## src/rtl/core/mqpp_pkg.sv

```systemverilog
`timescale 1ns / 1ps
// ----------------------------------------------------------------------------
// MQTT packet field parser package
// Shared types, codes and constants for the parser core, the output buffer
// and the top level.
// ----------------------------------------------------------------------------
package mqpp_pkg;

    // Packet types carried in the upper nibble of the fixed header
    localparam logic [3:0]  TYPE_CONNECT  = 4'd1;
    localparam logic [3:0]  TYPE_PUBLISH  = 4'd3;

    // CONNECT protocol name and level bytes that are skipped
    localparam logic [15:0] PROTO_SKIP    = 16'd7;

    // Remaining length takes at most four encoded bytes
    localparam logic [2:0]  LEN_BYTES_MAX = 3'd4;

    // Last CONNECT string slot (client id, will topic, will msg, user, pass)
    localparam logic [2:0]  STR_LAST      = 3'd4;

    // Parser phase
    typedef enum logic [3:0] {
        PH_IDLE,
        PH_LEN,
        PH_PROTO,
        PH_FLAGS,
        PH_KA_HI,
        PH_KA_LO,
        PH_SLEN_HI,
        PH_SLEN_LO,
        PH_SBODY,
        PH_TLEN_HI,
        PH_TLEN_LO,
        PH_TOPIC,
        PH_PID_HI,
        PH_PID_LO,
        PH_PAYLOAD
    } phase_t;

    // Field role tag attached to each byte
    typedef enum logic [3:0] {
        ROLE_HEADER,
        ROLE_LENGTH,
        ROLE_PROTO,
        ROLE_FLAGS,
        ROLE_KEEPALIVE,
        ROLE_STRLEN,
        ROLE_CLIENTID,
        ROLE_WILLTOPIC,
        ROLE_WILLMSG,
        ROLE_USER,
        ROLE_PASS,
        ROLE_TOPIC,
        ROLE_PKTID,
        ROLE_PAYLOAD,
        ROLE_OTHER
    } role_t;

    // Packet status reported with last_of_packet
    typedef enum logic [1:0] {
        ST_OK,
        ST_LEN_TOO_LONG,
        ST_MISMATCH,
        ST_UNSUPPORTED
    } status_t;

    // Input transfer
    typedef struct packed {
        logic [7:0] in_byte;
        logic       start_of_packet;
    } in_item_t;

    // Output transfer
    typedef struct packed {
        logic [7:0]  data_byte;
        role_t       role;
        logic        last_of_packet;
        status_t     status;
        logic [27:0] decoded_length;
        logic [7:0]  connect_flags;
        logic [15:0] keepalive;
        logic [15:0] packet_id;
        logic [27:0] payload_length;
    } out_item_t;

endpackage

```

## src/rtl/core/mqpp_core.sv

```systemverilog
`timescale 1ns / 1ps
// ----------------------------------------------------------------------------
// MQTT packet field parser core
// Per-byte decode of the packet structure. Parser state advances on each
// accepted byte; the tagged result is produced combinationally.
// ----------------------------------------------------------------------------
module mqpp_core
    import mqpp_pkg::*;
(
    input  logic      clk,
    input  logic      rst_n,
    input  logic      accept,
    input  in_item_t  item,
    output out_item_t result
);

    // State registers
    phase_t      phase_reg,       phase_next;
    logic [7:0]  header_reg,      header_next;
    logic [27:0] length_accum_reg, length_accum_next;
    logic [2:0]  len_count_reg,   len_count_next;
    logic [27:0] bytes_left_reg,  bytes_left_next;
    logic [15:0] field_count_reg, field_count_next;
    logic [2:0]  str_index_reg,   str_index_next;
    logic [7:0]  flags_reg,       flags_next;
    logic [15:0] keepalive_reg,   keepalive_next;
    logic [15:0] packet_id_reg,   packet_id_next;
    logic [15:0] topic_len_reg,   topic_len_next;
    logic [27:0] payload_len_reg, payload_len_next;

    // Decode signals
    logic [27:0] len_group;
    logic [27:0] accum_sum;
    logic        len_final;
    logic        len_overflow;
    logic        hdr_supported;
    logic        qos_nonzero;
    logic [15:0] fc_dec;
    logic [15:0] slen_full;
    logic [15:0] topic_full;
    logic [17:0] pub_need;
    logic [27:0] pub_payload;
    logic        str_found;
    logic [2:0]  str_next;
    logic        body_active;
    logic        is_pub;
    logic        done;
    logic        len_end;
    logic        payload_reached;

    function automatic logic str_present(input logic [2:0] idx, input logic [7:0] flags);
        logic present;
        present = 1'b0;
        case (idx)
            3'd0:      present = 1'b1;
            3'd1:      present = flags[2];
            3'd2:      present = flags[2];
            3'd3:      present = flags[7];
            3'd4:      present = flags[6];
            default:   present = 1'b0;
        endcase
        return present;
    endfunction

    // Remaining length group placed at its 7-bit position
    always_comb
    begin
        case (len_count_reg[1:0])
            2'd0:    len_group = {21'd0, item.in_byte[6:0]};
            2'd1:    len_group = {14'd0, item.in_byte[6:0], 7'd0};
            2'd2:    len_group = {7'd0, item.in_byte[6:0], 14'd0};
            default: len_group = {item.in_byte[6:0], 21'd0};
        endcase
    end

    assign accum_sum     = length_accum_reg + len_group;
    assign len_final     = !item.in_byte[7];
    assign len_overflow  = (len_count_reg >= LEN_BYTES_MAX);
    assign hdr_supported = (item.in_byte[7:4] == TYPE_CONNECT) ||
                           (item.in_byte[7:4] == TYPE_PUBLISH);
    assign qos_nonzero   = (header_reg[2:1] != 2'd0);
    assign fc_dec        = field_count_reg - 16'd1;
    assign slen_full     = {field_count_reg[15:8], item.in_byte};
    assign topic_full    = {topic_len_reg[15:8], item.in_byte};

    // PUBLISH payload length, clamped at zero on underflow
    assign pub_need    = 18'(topic_full) + (qos_nonzero ? 18'd4 : 18'd2);
    assign pub_payload = (length_accum_reg >= 28'(pub_need)) ?
                         (length_accum_reg - 28'(pub_need)) : 28'd0;

    // Next present CONNECT string after the current one
    always_comb
    begin
        str_found = 1'b0;
        str_next  = str_index_reg;
        for (int i = 4; i >= 1; i--)
        begin
            if ((3'(i) > str_index_reg) && str_present(3'(i), flags_reg))
            begin
                str_found = 1'b1;
                str_next  = 3'(i);
            end
        end
    end

    // Structure-complete decode for the variable header walk
    assign body_active = !item.start_of_packet && (phase_reg != PH_IDLE) &&
                         (phase_reg != PH_LEN);
    assign is_pub      = (phase_reg >= PH_TLEN_HI);
    assign len_end     = ((bytes_left_reg - 28'd1) == 28'd0);

    always_comb
    begin
        case (phase_reg)
            PH_SLEN_LO: done = (slen_full == 16'd0) && !str_found;
            PH_SBODY:   done = (fc_dec == 16'd0) && !str_found;
            PH_TLEN_LO: done = (topic_full == 16'd0) && !qos_nonzero;
            PH_TOPIC:   done = (fc_dec == 16'd0) && !qos_nonzero;
            PH_PID_LO:  done = 1'b1;
            default:    done = 1'b0;
        endcase
    end

    assign payload_reached = done || (phase_reg == PH_PAYLOAD);

    // Next state
    always_comb
    begin
        phase_next        = phase_reg;
        header_next       = header_reg;
        length_accum_next = length_accum_reg;
        len_count_next    = len_count_reg;
        bytes_left_next   = bytes_left_reg;
        field_count_next  = field_count_reg;
        str_index_next    = str_index_reg;
        flags_next        = flags_reg;
        keepalive_next    = keepalive_reg;
        packet_id_next    = packet_id_reg;
        topic_len_next    = topic_len_reg;
        payload_len_next  = payload_len_reg;

        if (item.start_of_packet)
        begin
            header_next       = item.in_byte;
            length_accum_next = 28'd0;
            len_count_next    = 3'd0;
            bytes_left_next   = 28'd0;
            field_count_next  = 16'd0;
            str_index_next    = 3'd0;
            flags_next        = 8'd0;
            keepalive_next    = 16'd0;
            packet_id_next    = 16'd0;
            topic_len_next    = 16'd0;
            payload_len_next  = 28'd0;
            phase_next        = hdr_supported ? PH_LEN : PH_IDLE;
        end
        else if (phase_reg == PH_LEN)
        begin
            if (len_overflow)
            begin
                phase_next = PH_IDLE;
            end
            else
            begin
                length_accum_next = accum_sum;
                len_count_next    = len_count_reg + 3'd1;
                if (len_final)
                begin
                    bytes_left_next = accum_sum;
                    if (accum_sum == 28'd0)
                    begin
                        phase_next = PH_IDLE;
                    end
                    else if (header_reg[7:4] == TYPE_CONNECT)
                    begin
                        field_count_next = PROTO_SKIP;
                        phase_next       = PH_PROTO;
                    end
                    else
                    begin
                        phase_next = PH_TLEN_HI;
                    end
                end
            end
        end
        else if (body_active)
        begin
            bytes_left_next = bytes_left_reg - 28'd1;
            case (phase_reg)
                PH_PROTO:
                begin
                    field_count_next = fc_dec;
                    if (fc_dec == 16'd0)
                        phase_next = PH_FLAGS;
                end
                PH_FLAGS:
                begin
                    flags_next = item.in_byte;
                    phase_next = PH_KA_HI;
                end
                PH_KA_HI:
                begin
                    keepalive_next = {item.in_byte, 8'd0};
                    phase_next     = PH_KA_LO;
                end
                PH_KA_LO:
                begin
                    keepalive_next = {keepalive_reg[15:8], item.in_byte};
                    str_index_next = 3'd0;
                    phase_next     = PH_SLEN_HI;
                end
                PH_SLEN_HI:
                begin
                    field_count_next = {item.in_byte, 8'd0};
                    phase_next       = PH_SLEN_LO;
                end
                PH_SLEN_LO:
                begin
                    field_count_next = slen_full;
                    if (slen_full != 16'd0)
                    begin
                        phase_next = PH_SBODY;
                    end
                    else if (str_found)
                    begin
                        str_index_next = str_next;
                        phase_next     = PH_SLEN_HI;
                    end
                end
                PH_SBODY:
                begin
                    field_count_next = fc_dec;
                    if ((fc_dec == 16'd0) && str_found)
                    begin
                        str_index_next = str_next;
                        phase_next     = PH_SLEN_HI;
                    end
                end
                PH_TLEN_HI:
                begin
                    topic_len_next = {item.in_byte, 8'd0};
                    phase_next     = PH_TLEN_LO;
                end
                PH_TLEN_LO:
                begin
                    topic_len_next   = topic_full;
                    payload_len_next = pub_payload;
                    if (topic_full != 16'd0)
                    begin
                        field_count_next = topic_full;
                        phase_next       = PH_TOPIC;
                    end
                    else if (qos_nonzero)
                    begin
                        phase_next = PH_PID_HI;
                    end
                end
                PH_TOPIC:
                begin
                    field_count_next = fc_dec;
                    if ((fc_dec == 16'd0) && qos_nonzero)
                        phase_next = PH_PID_HI;
                end
                PH_PID_HI:
                begin
                    packet_id_next = {item.in_byte, 8'd0};
                    phase_next     = PH_PID_LO;
                end
                PH_PID_LO:
                begin
                    packet_id_next = {packet_id_reg[15:8], item.in_byte};
                end
                default:
                begin
                    phase_next = phase_reg;
                end
            endcase

            // End of packet: structure complete or length used up
            if (!is_pub)
            begin
                if (done || len_end)
                    phase_next = PH_IDLE;
            end
            else
            begin
                if (done)
                    phase_next = PH_PAYLOAD;
                if (len_end)
                    phase_next = PH_IDLE;
            end
        end
    end

    // Result fields
    always_comb
    begin
        result.data_byte        = item.in_byte;
        result.role             = ROLE_OTHER;
        result.last_of_packet   = 1'b0;
        result.status           = ST_OK;
        result.decoded_length   = length_accum_next;
        result.connect_flags    = flags_next;
        result.keepalive        = keepalive_next;
        result.packet_id        = packet_id_next;
        result.payload_length   = payload_len_next;

        if (item.start_of_packet)
        begin
            result.role = ROLE_HEADER;
            if (!hdr_supported)
            begin
                result.last_of_packet = 1'b1;
                result.status         = ST_UNSUPPORTED;
            end
        end
        else if (phase_reg == PH_LEN)
        begin
            result.role = ROLE_LENGTH;
            if (len_overflow)
            begin
                result.last_of_packet = 1'b1;
                result.status         = ST_LEN_TOO_LONG;
            end
            else if (len_final && (accum_sum == 28'd0))
            begin
                result.last_of_packet = 1'b1;
                result.status         = ST_MISMATCH;
            end
        end
        else if (body_active)
        begin
            case (phase_reg)
                PH_PROTO:   result.role = ROLE_PROTO;
                PH_FLAGS:   result.role = ROLE_FLAGS;
                PH_KA_HI:   result.role = ROLE_KEEPALIVE;
                PH_KA_LO:   result.role = ROLE_KEEPALIVE;
                PH_SLEN_HI: result.role = ROLE_STRLEN;
                PH_SLEN_LO: result.role = ROLE_STRLEN;
                PH_SBODY:   result.role = role_t'(4'(ROLE_CLIENTID) +
                                ((str_index_reg <= STR_LAST) ? {1'b0, str_index_reg}
                                                             : {1'b0, STR_LAST}));
                PH_TLEN_HI: result.role = ROLE_STRLEN;
                PH_TLEN_LO: result.role = ROLE_STRLEN;
                PH_TOPIC:   result.role = ROLE_TOPIC;
                PH_PID_HI:  result.role = ROLE_PKTID;
                PH_PID_LO:  result.role = ROLE_PKTID;
                default:    result.role = ROLE_PAYLOAD;
            endcase

            if (!is_pub)
            begin
                if (done || len_end)
                begin
                    result.last_of_packet = 1'b1;
                    if (!(done && len_end))
                        result.status = ST_MISMATCH;
                end
            end
            else if (len_end)
            begin
                result.last_of_packet = 1'b1;
                if (!payload_reached)
                    result.status = ST_MISMATCH;
            end
        end
    end

    // State update on each accepted byte
    always_ff @(posedge clk or negedge rst_n)
    begin
        if (!rst_n)
        begin
            phase_reg        <= PH_IDLE;
            header_reg       <= 8'd0;
            length_accum_reg <= 28'd0;
            len_count_reg    <= 3'd0;
            bytes_left_reg   <= 28'd0;
            field_count_reg  <= 16'd0;
            str_index_reg    <= 3'd0;
            flags_reg        <= 8'd0;
            keepalive_reg    <= 16'd0;
            packet_id_reg    <= 16'd0;
            topic_len_reg    <= 16'd0;
            payload_len_reg  <= 28'd0;
        end
        else if (accept)
        begin
            phase_reg        <= phase_next;
            header_reg       <= header_next;
            length_accum_reg <= length_accum_next;
            len_count_reg    <= len_count_next;
            bytes_left_reg   <= bytes_left_next;
            field_count_reg  <= field_count_next;
            str_index_reg    <= str_index_next;
            flags_reg        <= flags_next;
            keepalive_reg    <= keepalive_next;
            packet_id_reg    <= packet_id_next;
            topic_len_reg    <= topic_len_next;
            payload_len_reg  <= payload_len_next;
        end
    end

    // A packet end always leaves the parser idle
    assert property (@(posedge clk) disable iff (!rst_n)
        accept && result.last_of_packet |=> phase_reg == PH_IDLE)
        else $error("parser not idle after last byte of packet");

    // Length byte counter never passes the encoding limit
    assert property (@(posedge clk) disable iff (!rst_n)
        len_count_reg <= LEN_BYTES_MAX)
        else $error("length byte count beyond limit");

    // An error status only ever closes a packet
    assert property (@(posedge clk) disable iff (!rst_n)
        accept && (result.status != ST_OK) |-> result.last_of_packet)
        else $error("error status without last_of_packet");

endmodule

```

## src/rtl/core/mqpp_out_buf.sv

```systemverilog
`timescale 1ns / 1ps
// ----------------------------------------------------------------------------
// MQTT packet field parser output buffer
// Output register with a skid entry, so the input side is stalled by a
// register only and a new byte can be taken while a result waits.
// ----------------------------------------------------------------------------
module mqpp_out_buf
    import mqpp_pkg::*;
(
    input  logic      clk,
    input  logic      rst_n,
    input  logic      push,
    input  out_item_t push_data,
    output logic      full,
    output logic      valid,
    input  logic      stall,
    output out_item_t data
);

    logic      out_valid_reg, out_valid_next;
    logic      skid_valid_reg, skid_valid_next;
    out_item_t out_data_reg, out_data_next;
    out_item_t skid_data_reg, skid_data_next;

    // Buffer control
    always_comb
    begin
        out_valid_next  = out_valid_reg;
        out_data_next   = out_data_reg;
        skid_valid_next = skid_valid_reg;
        skid_data_next  = skid_data_reg;
        if (!out_valid_reg || !stall)
        begin
            if (skid_valid_reg)
            begin
                out_valid_next  = 1'b1;
                out_data_next   = skid_data_reg;
                skid_valid_next = 1'b0;
            end
            else
            begin
                out_valid_next = push;
                out_data_next  = push_data;
            end
        end
        else if (push)
        begin
            skid_valid_next = 1'b1;
            skid_data_next  = push_data;
        end
    end

    always_ff @(posedge clk or negedge rst_n)
    begin
        if (!rst_n)
        begin
            out_valid_reg  <= 1'b0;
            skid_valid_reg <= 1'b0;
        end
        else
        begin
            out_valid_reg  <= out_valid_next;
            skid_valid_reg <= skid_valid_next;
        end
    end

    // Payload registers
    always_ff @(posedge clk)
    begin
        out_data_reg  <= out_data_next;
        skid_data_reg <= skid_data_next;
    end

    assign full  = skid_valid_reg;
    assign valid = out_valid_reg;
    assign data  = out_data_reg;

    // Skid entry only holds data behind a waiting output
    assert property (@(posedge clk) disable iff (!rst_n)
        skid_valid_reg |-> out_valid_reg)
        else $error("skid entry valid with empty output register");

    // Skid entry fills only while the output was stalled
    assert property (@(posedge clk) disable iff (!rst_n)
        $rose(skid_valid_reg) |-> $past(out_valid_reg && stall))
        else $error("skid entry filled without a stalled output");

    // Skid entry drains as soon as the output moves
    assert property (@(posedge clk) disable iff (!rst_n)
        skid_valid_reg && !stall |=> out_valid_reg && !skid_valid_reg)
        else $error("skid entry not drained after transfer");

endmodule

```

## src/rtl/core/mqtt_packet_field_parser.sv

```systemverilog
`timescale 1ns / 1ps
// ----------------------------------------------------------------------------
// MQTT packet field parser
// Tags each byte of an MQTT 3.1.1 CONNECT or PUBLISH stream with its field
// role and reports the decoded header values.
// ----------------------------------------------------------------------------
// One byte is taken per clock cycle while the input is not stalled, with one
// result per byte. Each result is registered in the output buffer as its byte
// is transferred in, and the parser state is updated in that same cycle, so
// back-to-back bytes need no gaps. The output side has a two-entry buffer
// (output register plus skid entry): the input is stalled only once both
// entries hold results, and the input stall comes straight from a register.
// ----------------------------------------------------------------------------
module mqtt_packet_field_parser
    import mqpp_pkg::*;
(
    input  logic      clk,
    input  logic      rst_n,
    input  logic      item_valid,
    output logic      item_stall,
    input  in_item_t  item,
    output logic      result_valid,
    input  logic      result_stall,
    output out_item_t result
);

    logic      accept;
    logic      buf_full;
    out_item_t core_result;

    // Input transfer
    assign item_stall = buf_full;
    assign accept     = item_valid && !buf_full;

    mqpp_core u_core (
        .clk    (clk),
        .rst_n  (rst_n),
        .accept (accept),
        .item   (item),
        .result (core_result)
    );

    mqpp_out_buf u_out_buf (
        .clk       (clk),
        .rst_n     (rst_n),
        .push      (accept),
        .push_data (core_result),
        .full      (buf_full),
        .valid     (result_valid),
        .stall     (result_stall),
        .data      (result)
    );

endmodule

```

## config.mk

```make
export PLATFORM = sky130hd
export DESIGN_NAME = mqtt_packet_field_parser
export DESIGN_NICKNAME = d
export VERILOG_FILES = /design/src/rtl/core/mqpp_pkg.sv /design/src/rtl/core/mqpp_core.sv /design/src/rtl/core/mqpp_out_buf.sv /design/src/rtl/core/mqtt_packet_field_parser.sv
export SDC_FILE = /design/constraint.sdc
export NUM_CORES = 1
export LEC_CHECK = 0
export ABC_AREA = 1
export BUFFER_PORTS_ARGS = -buffer_cell sky130_fd_sc_hd__buf_4
export CELL_PAD_IN_SITES_DETAIL_PLACEMENT = 1
export CELL_PAD_IN_SITES_GLOBAL_PLACEMENT = 1
export CORE_MARGIN = 2
export CORE_UTILIZATION = 40
export CTS_BUF_LIST = sky130_fd_sc_hd__clkbuf_8
export CTS_CLUSTER_DIAMETER = 30
export CTS_CLUSTER_SIZE = 24
export DETAILED_ROUTE_END_ITERATION = 10
export GPL_TIMING_DRIVEN = 1
export PLACE_DENSITY = 0.76
export RECOVER_POWER = 50
export SYNTH_ARGS = -nofsm -noshare
export SYNTH_HDL_FRONTEND = slang
export SYNTH_SLANG_ARGS = --single-unit
```

## constraint.sdc

```tcl
create_clock -name clk -period 12 [get_ports clk]
set_clock_uncertainty 0.2 [all_clocks]
set_input_delay 0 -clock clk [delete_from_list [all_inputs] [get_ports clk]]
set_output_delay 0 -clock clk [all_outputs]
set_load 0.02 [all_outputs]
```

==> out/summary.txt <==
CLOCK TREE
--------------------------------------------------------------------------------
CTS tree ..........................................................        built
Worst skew pair latency ...........................................      0.69 ns
Count of H-tree levels built during CTS ...........................            3
Root Buffer ....................................................... sky130_fd_sc_hd__clkbuf_8
Clock-pin slew on the worst setup and hold paths ..................      0.06 ns
Clk buf depth .....................................................            3
Count of clock tree sinks .........................................          388
Number of gates resized after CTS .................................            0
Cts bufs inserted .................................................           89

DETAILED ROUTING
--------------------------------------------------------------------------------
Average vias per placed instance ..................................        5.503
Wire length the detailed router placed on met1 ....................     36710 um
Max Used Layer ....................................................         met4
Count of vias placed by the detailed router .......................        20536
Detailed route wirelength on metal3 ...............................      4220 um
Total iterations of the first detailed-routing run ................            5
Number of remaining DRC errors ....................................            0
Remaining antenna violation count .................................            0
Routed wirelength normalized by instance count ....................     21.93 um
Final WL ..........................................................     81840 um
Drt initial violations ............................................         1334
Detail Route met2 WL ..............................................     38280 um

TIMING
--------------------------------------------------------------------------------
Final hold viol count .............................................            0
Achievable frequency ..............................................    175.9 MHz
Final count of negative-setup-slack endpoints .....................            0
Sum of negative setup slack .......................................         0 ns
Final number of max-transition violations .........................          450
Worst relative slew slack .........................................       -1.882
Minimum clock period ..............................................     5.685 ns
RSZ-0062 raised after global routing ..............................        false
Slew of the pin with the lowest slew margin .......................     4.323 ns
Final critical-path share of the clock period .....................       0.4738

PLACE
--------------------------------------------------------------------------------
Port Buffer Count .................................................          125
Placement Cell Area ............................................... 0.02371 mm^2
Final weighted congestion in routability-driven placement .........       0.9690
Instance count after placement with tap cells included ............         3539
Post-DP HPWL ......................................................     58930 um

MIN PATH
--------------------------------------------------------------------------------
Type of the most critical hold path ...............................       in2reg
Start point of the worst min-delay path ...........................      item[8]
Hold Crit Depth ...................................................            4
Hold-critical path endpoint ....................................... u_core.topic_len_reg[15]

CRITICAL PATH
--------------------------------------------------------------------------------
Critical path data required time ..................................     12.33 ns
Crit end category .................................................         flop
Startpoint-to-endpoint class of the critical path .................       in2reg
Terminus of the critical flop-to-flop path ........................ u_out_buf.data[78]
Largest fanout on the critical path ...............................           15
Critical Path Source Type .........................................   input port
CP arrival ........................................................      6.02 ns
Worst reg-to-reg setup slack ......................................      6.34 ns
Crit Reg-Reg Startpoint ........................................... u_out_buf.valid
Worst reg2reg path depth ..........................................            2

GLOBAL ROUTE
--------------------------------------------------------------------------------
Antenna violations before repair ..................................            1
Via count of the first global-routing pass ........................        21482
Overall global routing resource usage .............................       0.2879
Maximum number of pins on one net before global-route repair ......           97
Wire length of the first global-routing pass ......................    125700 um
Total global routing overflow .....................................            0

SYNTH
--------------------------------------------------------------------------------
Most numerous cell types in the synthesized netlist ............... sky130_fd_sc_hd__nand2_1, sky130_fd_sc_hd__inv_1, sky130_fd_sc_hd__o21ai_0
Netlist area before placement ..................................... 0.02213 mm^2
Gate count of the mapped netlist ..................................         2785
Post-synthesis sequential area ratio ..............................       0.4889
#FFs+latches synth ................................................          388
Top_reg_cell synth ................................................ sky130_fd_sc_hd__edfxtp_1
Average cell area after synthesis .................................   7.947 um^2
Share of async-settable or async-resettable flops after synthesis .       0.4278
Top post-synthesis cells by area .................................. sky130_fd_sc_hd__edfxtp_1, sky130_fd_sc_hd__dfrtp_1, sky130_fd_sc_hd__nand2_1
Post-synth top area share .........................................       0.3012
Cell taking the most area after synthesis ......................... sky130_fd_sc_hd__edfxtp_1
Nets in the synthesized netlist ...................................         2856
Number of flops mapped to enable cells by yosys ...................          222
Library cell with the highest instance count after synthesis ...... sky130_fd_sc_hd__nand2_1
Yosys warning count ...............................................            0
Number of distinct library cells after synthesis ..................           60

POWER
--------------------------------------------------------------------------------
Proportion of power drawn by flip-flops and latches ...............        0.306
Portion of total power attributed to combinational logic ..........        0.405
Switching power of the nets .......................................      2773 uW
Leakage power .....................................................   0.01142 uW
Cell area power density ........................................... 243.3 mW/mm^2
Internal power ....................................................      3455 uW
Part of the power in the clock network ............................        0.289
Maximum resistive drop on vdd .....................................    0.1507 mV
Share of total power consumed by net switching ....................       0.4452

DIE
--------------------------------------------------------------------------------
Die height ........................................................     239.2 um
Die width .........................................................     239.2 um
Area of the core .................................................. 0.05488 mm^2
Die footprint ..................................................... 0.05723 mm^2
Number of top-level design ports ..................................          126
Number of rows in the core area ...................................           86
Starting density of the core ......................................       0.4033

LAYOUT
--------------------------------------------------------------------------------
# nets final ......................................................         3021
Layout Utilization ................................................       0.4665
Post-route insts no fill ..........................................         3732
Share of layout cells above drive strength 1 ......................      0.07995
Number of filler cells placed in the layout .......................         6707
Final instance area ............................................... 0.02560 mm^2
Area growth from synthesis to layout ..............................       15.66%

RUN STATUS
--------------------------------------------------------------------------------
Run status ........................................................ finished, violations left
Violations in the final reports ................................... max-capacitance violations, max-slew violations

RUN
--------------------------------------------------------------------------------
Max-cap violation count ...........................................            8

==> routing by layer <==
metal  vias up  GRT usage
met5         -          0
met4         0     0.1117
met3       140    0.03699
met2       595     0.4723
met1     10294     0.3880
li1       9507          -
==> layout make-up <==
| type | instances | area, um^2 | share of cell area |
|---|---|---|---|
| Tap cell | 704 | 880.8 | 0.03441 |
| Inverter | 344 | 1292 | 0.05049 |
| Clock buffer | 100 | 1376 | 0.05376 |
| Multi-Input combinational cell | 1963 | 9639 | 0.3765 |
| Timing Repair Buffer | 164 | 808.3 | 0.03157 |
| Antenna cell | 1 | 2.502 | 0.00009775 |
| Clock inverter | 68 | 779.5 | 0.03045 |
| Sequential cell | 388 | 10820 | 0.4227 |
==> cell families after synthesis <==
family / Yosys count / synth area share
AO/OA/AOI/OAI: 521 / 0.1290
XOR/XNOR: 64 / 0.02533
adder cells (fa/ha/maj): 58 / 0.03380
buffers and inverters: 434 / 0.07598
flip-flops: 388 / 0.4889
AND/OR/NAND/NOR: 1320 / 0.2470
==> worst max path at each step <==
stage	from	cells after the start	slack (ns)	to
2_1_floorplan	u_out_buf.valid	2	3.24	u_out_buf.skid_data_reg[0]
3_3_place_gp	u_core.header_reg[2]	23	6.96	u_out_buf.data[3]
3_5_place_dp	u_core.header_reg[2]	25	6.73	u_out_buf.data[19]
4_1_cts	u_core.header_reg[2]	23	6.68	u_out_buf.data[27]
5_1_grt	u_out_buf.valid	2	5.83	u_out_buf.data[87]
6_report	item[3]	26	6.31	u_out_buf.data[19]
==> critical path, stage by stage <==
cell,delay (ns)
sky130_fd_sc_hd__dlygate4sd3_1,0.55
sky130_fd_sc_hd__clkbuf_1,0.50
sky130_fd_sc_hd__clkinv_1,0.59
sky130_fd_sc_hd__fa_1,0.60
sky130_fd_sc_hd__nor3_1,0.38
sky130_fd_sc_hd__nand4_1,0.20
sky130_fd_sc_hd__nor2_1,0.14
sky130_fd_sc_hd__nand2_1,0.09
sky130_fd_sc_hd__nor3_1,0.26
sky130_fd_sc_hd__nand2_1,0.11
sky130_fd_sc_hd__xor2_1,0.16
sky130_fd_sc_hd__ha_1,0.41
sky130_fd_sc_hd__nand2_1,0.10
sky130_fd_sc_hd__nor2_1,0.16
sky130_fd_sc_hd__inv_1,0.07
sky130_fd_sc_hd__nor2_1,0.08
sky130_fd_sc_hd__nand2_1,0.07
sky130_fd_sc_hd__nand2_1,0.11
sky130_fd_sc_hd__nand2_1,0.08
sky130_fd_sc_hd__nand4_1,0.09
sky130_fd_sc_hd__nand2_2,0.22
sky130_fd_sc_hd__inv_2,0.36
sky130_fd_sc_hd__nand3_1,0.17
sky130_fd_sc_hd__a21oi_1,0.26
sky130_fd_sc_hd__nand2_1,0.09
sky130_fd_sc_hd__nand2_1,0.12
==> placed cells by master (no fill, tap or decap), types with 13 or more instances in the layout <==
| cell | netlist | layout |
|---|---|---|
| sky130_fd_sc_hd__edfxtp_1 | 222 | 222 |
| sky130_fd_sc_hd__nor3_1 | 38 | 38 |
| sky130_fd_sc_hd__bufinv_16 | 0 | 14 |
| sky130_fd_sc_hd__a21oi_1 | 127 | 127 |
| sky130_fd_sc_hd__clkbuf_1 | 69 | 128 |
| sky130_fd_sc_hd__nor2_1 | 255 | 254 |
| sky130_fd_sc_hd__xor2_1 | 51 | 51 |
| sky130_fd_sc_hd__a31oi_1 | 15 | 15 |
| sky130_fd_sc_hd__ha_1 | 55 | 55 |
| sky130_fd_sc_hd__nand3_1 | 114 | 114 |
| sky130_fd_sc_hd__o21ai_0 | 266 | 266 |
| sky130_fd_sc_hd__o22ai_1 | 14 | 14 |
| sky130_fd_sc_hd__dfrtp_1 | 166 | 166 |
| sky130_fd_sc_hd__clkbuf_8 | 0 | 100 |
| sky130_fd_sc_hd__nand4_1 | 29 | 29 |
| sky130_fd_sc_hd__nand2_2 | 16 | 16 |
| sky130_fd_sc_hd__clkinvlp_4 | 0 | 14 |
| sky130_fd_sc_hd__nand2_1 | 819 | 819 |
| sky130_fd_sc_hd__inv_1 | 327 | 332 |
| sky130_fd_sc_hd__dlygate4sd3_1 | 0 | 23 |
| sky130_fd_sc_hd__xnor2_1 | 13 | 13 |
| sky130_fd_sc_hd__buf_4 | 2 | 13 |
| sky130_fd_sc_hd__clkinv_2 | 0 | 18 |
| sky130_fd_sc_hd__o21ai_1 | 34 | 34 |
==> repair_timing <==
item                      in CTS  in global routing
hold endpoints to repair     344                  0
hold buffers                  24                  0
buffers inserted               0                  0
==> through the flow <==
| step | setup slack, ns | hold slack [ns] | total power [uW] |
|---|---|---|---|
| after detailed placement | 6.727 | -0.1047 | 4439 |
| after global routing | 5.833 | 0.2800 | 6597 |
| after global placement | 6.962 | -0.1052 | 4380 |
| after CTS | 6.685 | 0.01474 | 6278 |
| after floorplan | 3.236 | -0.4956 | 3504 |
| final | 6.315 | 0.2815 | 6228 |
==> power groups by stage <==
stage	registers [uW]	clock network (uW)	logic, uW
2_1_floorplan	1890	0	1610
3_5_place_dp	1920	0	2520
5_1_grt	1930	1890	2780
3_3_place_gp	1910	0	2470
6_report	1910	1800	2520
4_1_cts	1900	1830	2550
Note: power is estimated with default switching activity, not from simulation.
